`src/stra_pkg.sv`:
```
package stra_pkg;

    localparam int LEAVES = 1024;
    localparam int PAD    = 1 << $clog2(LEAVES);
    localparam int NODES  = 2 * PAD;
    localparam int ADDR_W = $clog2(NODES);
    localparam int POS_W  = ADDR_W + 1;

    localparam int DATA_W = 32;
    localparam int IDX_W  = 10;
    localparam int END_W  = 11;

    localparam logic [1:0] MODE_MIN = 2'd0;
    localparam logic [1:0] MODE_MAX = 2'd1;
    localparam logic [1:0] MODE_SUM = 2'd2;

    localparam logic [1:0] ACT_UPDATE = 2'd0;
    localparam logic [1:0] ACT_QUERY  = 2'd1;
    localparam logic [1:0] ACT_CLEAR  = 2'd2;

    typedef enum logic [3:0] {
        S_CLEAR,
        S_IDLE,
        S_UPD_WRITE,
        S_UPD_READ,
        S_UPD_COMB,
        S_QRY_LEFT,
        S_QRY_LACC,
        S_QRY_RIGHT,
        S_QRY_RACC,
        S_QRY_DONE
    } t_state;

    function automatic logic signed [DATA_W-1:0] identity_of(input logic [1:0] mode);
        logic signed [DATA_W-1:0] id;
        unique case (mode)
            MODE_MIN: id = {1'b0, {(DATA_W-1){1'b1}}};
            MODE_MAX: id = {1'b1, {(DATA_W-1){1'b0}}};
            default:  id = '0;
        endcase
        return id;
    endfunction

endpackage

```
`src/stra_alu.sv`:
```
module stra_alu (
    input  logic [1:0]                         i_mode,
    input  logic signed [stra_pkg::DATA_W-1:0] i_a,
    input  logic signed [stra_pkg::DATA_W-1:0] i_b,
    output logic signed [stra_pkg::DATA_W-1:0] o_y
);
    import stra_pkg::*;

    always_comb begin
        unique case (i_mode)
            MODE_MIN: o_y = (i_a <= i_b) ? i_a : i_b;
            MODE_MAX: o_y = (i_a >= i_b) ? i_a : i_b;
            default:  o_y = i_a + i_b;
        endcase
    end

endmodule
```
`config.mk`:
```
export PLATFORM = sky130hd
export DESIGN_NAME = stra_alu
export DESIGN_NICKNAME = d
export VERILOG_FILES = /design/src/stra_pkg.sv /design/src/stra_alu.sv
export SDC_FILE = /design/constraint.sdc
export NUM_CORES = 1
export LEC_CHECK = 0
export CORE_MARGIN = 2
export CORE_UTILIZATION = 28
export DETAILED_ROUTE_END_ITERATION = 8
export DONT_BUFFER_PORTS = 1
export PLACE_DENSITY = 0.51
export SLEW_MARGIN = 20
export SYNTH_ARGS = -nofsm -noshare
export SYNTH_HDL_FRONTEND = slang
export SYNTH_SLANG_ARGS = --single-unit
```
`constraint.sdc`:
```
create_clock -name vclk -period 4.7
set_input_delay 1.175 -clock vclk [all_inputs]
set_output_delay 1.175 -clock vclk [all_outputs]
set_load 0.02 [all_outputs]
```
**Word-level counts from Yosys, hierarchy flattened**

Index checks and enable logic that the tools add are counted.

- Bits in latches: 0
- Register bits after elaboration: 0
- Memories kept: 0
- RAM bits: 0
- Memory bits (read-only): 0
- Bits of input ports: 66

- Add/subtract/negate cells: 1
- Reductions and logical operators: 1
- Muxes and demuxes: 3
- Div/mod/pow operators: 0
- Shift-type cells: 0
- Multiply operators: 0
- Magnitude comparators: 2
- Equality and inequality tests: 1
- Bitwise logic cells: 0

Operators with widths:

| operator | count |
|---|---|
| $mux W32 | 2 |
| $pmux W32 S2 | 1 |
| $add A32 B32 Y32 | 1 |
| $ge A32 B32 Y1 | 1 |
| $le A32 B32 Y1 | 1 |
| $eq A2 B1 Y1 const B | 1 |
| $logic_not A2 Y1 | 1 |

**Longest topological paths before layout**

- Depth after elaboration: 3
- Mapped depth: 13

**Least setup slack after synthesis**

OpenSTA, ideal clock, no wires.

- Kind: input-to-output
- From: input i_a[0] in the netlist's numbering
- To: output o_y[30] in the netlist's numbering
- Stages on the path: 12
- Arrival time: 3.743 ns
- Path slack: -0.218 ns
- Path buffers: 0
- Cells stage by stage: ha_1 > inv_1 > fa_1 > o21bai_2 > a2111oi_4 > o211ai_4 > a311oi_4 > nor4_1 > or4_1 > a31oi_1 > xnor2_1 > mux2i_1

- Longest elaborated chain between the ends: 3
- Elaborated cells between the ends (all ways): 6
- Classes of those cells: add/sub: 1; order compare: 2; mux: 3

Ends and longest elaborated chain:

| what | line | RTL |
|---|---|---|
| start: declaration | stra_alu.sv:3 | `input logic signed [stra_pkg::DATA_W-1:0] i_a,` |
| $ge A32 B32 Y1 or $le A32 B32 Y1 (tied branches) | stra_alu.sv:12, stra_alu.sv:11 |  |
| $mux W32 (on tied branches) | stra_alu.sv:12, stra_alu.sv:11 |  |
| $pmux W32 S2 (*) | stra_alu.sv:10 | `unique case (i_mode)` |
| end: declaration | stra_alu.sv:5 | `output logic signed [stra_pkg::DATA_W-1:0] o_y` |

Mark *: on every way between the ends. The rest lies on a longest branch, timed or not.

**Worst setup path in the final report**

Same ends and word-level chain as after synthesis.

==> flow_summary_export.csv <==
group,metric,value,unit
global_routing,grt_overflow,0,
synth,synth_nets,569,
sta,period_minus_slack,4.92,ns
drt,dr.first_iter.drc_count,49,
clock_tree,postCtsHoldBufs,0,
flow_run,max_cap_violations,0,
global_routing,grt_use_total,0.157,
worst_setup_path,arrival,3.74,ns
layout,diodes,0,
drt,firstDrtPassIters,4,
pwr,p_comb_frac,1.000,
layout,nets,660,
drt,ant_nets,0,
layout,ff_latch_area,0,µm²
placed_design,dp_hpwl,8110,µm
drt,wl_per_cell,15.3,µm
worst_hold_path,hold_class,"primary input to output port",
pwr,power.density,161,nW/µm²
drt,wirelength,10200,µm
die,num_io_pins,98,
worst_setup_path,crit_family,"compound AO/OA/AOI/OAI gates",
placed_design,port_buffers,0,
pwr,p_int,0.000386,W
worst_setup_path,critPathSlowestCell,"or4_1",
synth,yosys_warnings,0,
sta,finalSetupViolations,5,
worst_setup_path,start_kind,"primary input",
outcome,status,"finished with violations",
sta,tightest_slew,0.446,ns
die,core,10800,µm²
die,die_w,110,µm
pwr,ir_worst_vdd,0.0800,mV
sta,slew_headroom,0.702,
sta,hold_violations,0,
layout,seq_cell_count,0,
die,start_util,0.288,
global_routing,first_global_vias,3487,
worst_setup_path,cp.depth,13,
worst_setup_path,crit_start,"i_a[0]",
drt,vias_per_cell,5.03,
die,row_count,38,
synth,yosys.area.top_type_share,0.252,
worst_setup_path,cpPeakStageDelay,0.51,ns
pwr,p_seq_frac,0,
global_routing,grt_pass1_wl,15500,µm
global_routing,antenna_found_initial,0,
pwr,totalPowerFinal,0.000772,W
synth,syn_area,3120,µm²
sta,fin_ws,-0.220,ns
global_routing,grt_max_degree,45,
synth,synth_seq_area_share,0,
synth,avgSynthCellArea,7.12,µm²
worst_setup_path,critPathKind,"primary input to output port",
die,die-area,12000,µm²
die,die-height,110,µm
layout,drive_gt1_frac,0.379,
layout,n_fill_cell,1091,
placed_design,pre_cts_ws,-0.257,ns
synth,syn_inst,439,
synth,synth.most_common_cell,"ha_1",
synth,yosys-top-cells-area,"ha_1 25%, mux2i_1 14%, inv_1 7.2%, a21oi_1 5.8%, xnor2_1 5.0%",
worst_setup_path,required,3.52,ns
worst_setup_path,crit_end,"o_y[30]",
worst_setup_path,crit_path_end_kind,"output port",
pwr,p_sw_frac,0.500,
outcome,violations,"negative setup slack",
drt,drc,0,
layout,area_delta_synth_final,53.1,%
worst_setup_path,cp_max_fo,3,
sta,clock.fmax,203,MHz
synth,ys_types,50,
pwr,p_sw,0.000386,W
worst_setup_path,crit_chain,"ha_4 > inv_2 > fa_2 > o21bai_4 > a2111oi_4 > o211ai_4 > a311oi_4 > nor4_2 > or4_1 > a31oi_2 > xnor2_1 > mux2i_2 > buf_4",
sta,rsz0062_at_grt,"yes",
placed_design,gp_congestion,0.864,
sta,period_share,1.05,
layout,clkbuf_count,0,
pwr,power.share.clock,0,
synth,yosys.area.top_type,"ha_1",
pwr,leakagePower,2.16,nW
sta,slew_viol_final,0,
worst_setup_path,cp_num_buf_inv,2,
synth,synthTopCellsByCount,"63 x ha_1, 60 x inv_1, 45 x mux2i_1",
drt,vias,3359,
==> worst min-delay path by stage <==
stage | from | endpoint | cells after the start
finish | i_mode[1] | o_y[14] | 1
global route | i_mode[1] | o_y[14] | 1
CTS | i_mode[1] | o_y[14] | 1
detailed placement | i_mode[1] | o_y[14] | 1
global placement | i_mode[1] | o_y[14] | 1
floorplan | i_b[0] | o_y[0] | 2
==> metrics by stage <==
stage               hold WS (ns)   util  area (µm²)  std cells  TNS [ns]
floorplan                   2.59      -        3380        439    -0.110
global placement            2.44  0.386        4190        654     -3.61
detailed placement          2.44  0.386        4190        654     -3.98
CTS                         2.44  0.399        4330        659    -0.757
global route                2.42  0.441        4780        668     -3.73
finish                      2.42  0.441        4780        668    -0.559
==> layout make-up <==
| type | instances | area [µm²] | area share |
|---|---|---|---|
| multi-input cells | 362 | 3430 | 0.717 |
| inverters | 61 | 241 | 0.0505 |
| well taps | 140 | 175 | 0.0366 |
| repair buffers | 105 | 936 | 0.196 |
==> layout by cell type, fill, tap and decap left out, types with 5 or more instances in the layout <==
cell type   n
xor2_1     10
nor2_1     22
buf_4      86
mux2i_1    28
nand3_1     5
mux2i_2    16
buf_6      12
nand4_1     8
ha_4       12
a21oi_1    31
o211ai_1    5
o21ai_0     5
ha_1       51
xnor2_1    17
o21ai_2    10
nor3_1      5
inv_1      54
o21bai_1    6
nand2_1    28
nor2b_1     6
o21ai_1    13
==> cell families after synthesis <==
group                    synth area share
multiplexers                        0.144
adder cells (fa/ha/maj)             0.259
AND/OR/NAND/NOR                     0.179
XOR/XNOR                           0.0785
AO/OA/AOI/OAI                       0.245
buffers and inverters              0.0953
==> power groups by stage <==
| stage | clock network, W | logic, W | registers [W] |
|---|---|---|---|
| 4_1_cts | 0 | 0.000684 | 0 |
| 3_3_place_gp | 0 | 0.000653 | 0 |
| 5_1_grt | 0 | 0.000836 | 0 |
| 6_report | 0 | 0.000772 | 0 |
| 2_1_floorplan | 0 | 0.000449 | 0 |
| 3_5_place_dp | 0 | 0.000658 | 0 |
==> routing by layer <==
| metal | up-vias | share of wire | GRT usage |
|---|---|---|---|
| met5 | - | 0 | 0 |
| met4 | 0 | 0.025 | 0.0316 |
| met3 | 14 | 0.061 | 0.0261 |
| met2 | 72 | 0.50 | 0.301 |
| met1 | 1538 | 0.41 | 0.183 |
| li1 | 1735 | - | - |
==> what timing repair did <==
action | in CTS | in global routing
setup buffers | 6 | 9
setup endpoints to repair | 32 | 32
pin swaps | 18 | 36
cloned | 0 | 3
gates resized for setup | 22 | 64
Note: power is estimated with default switching activity, not from simulation.
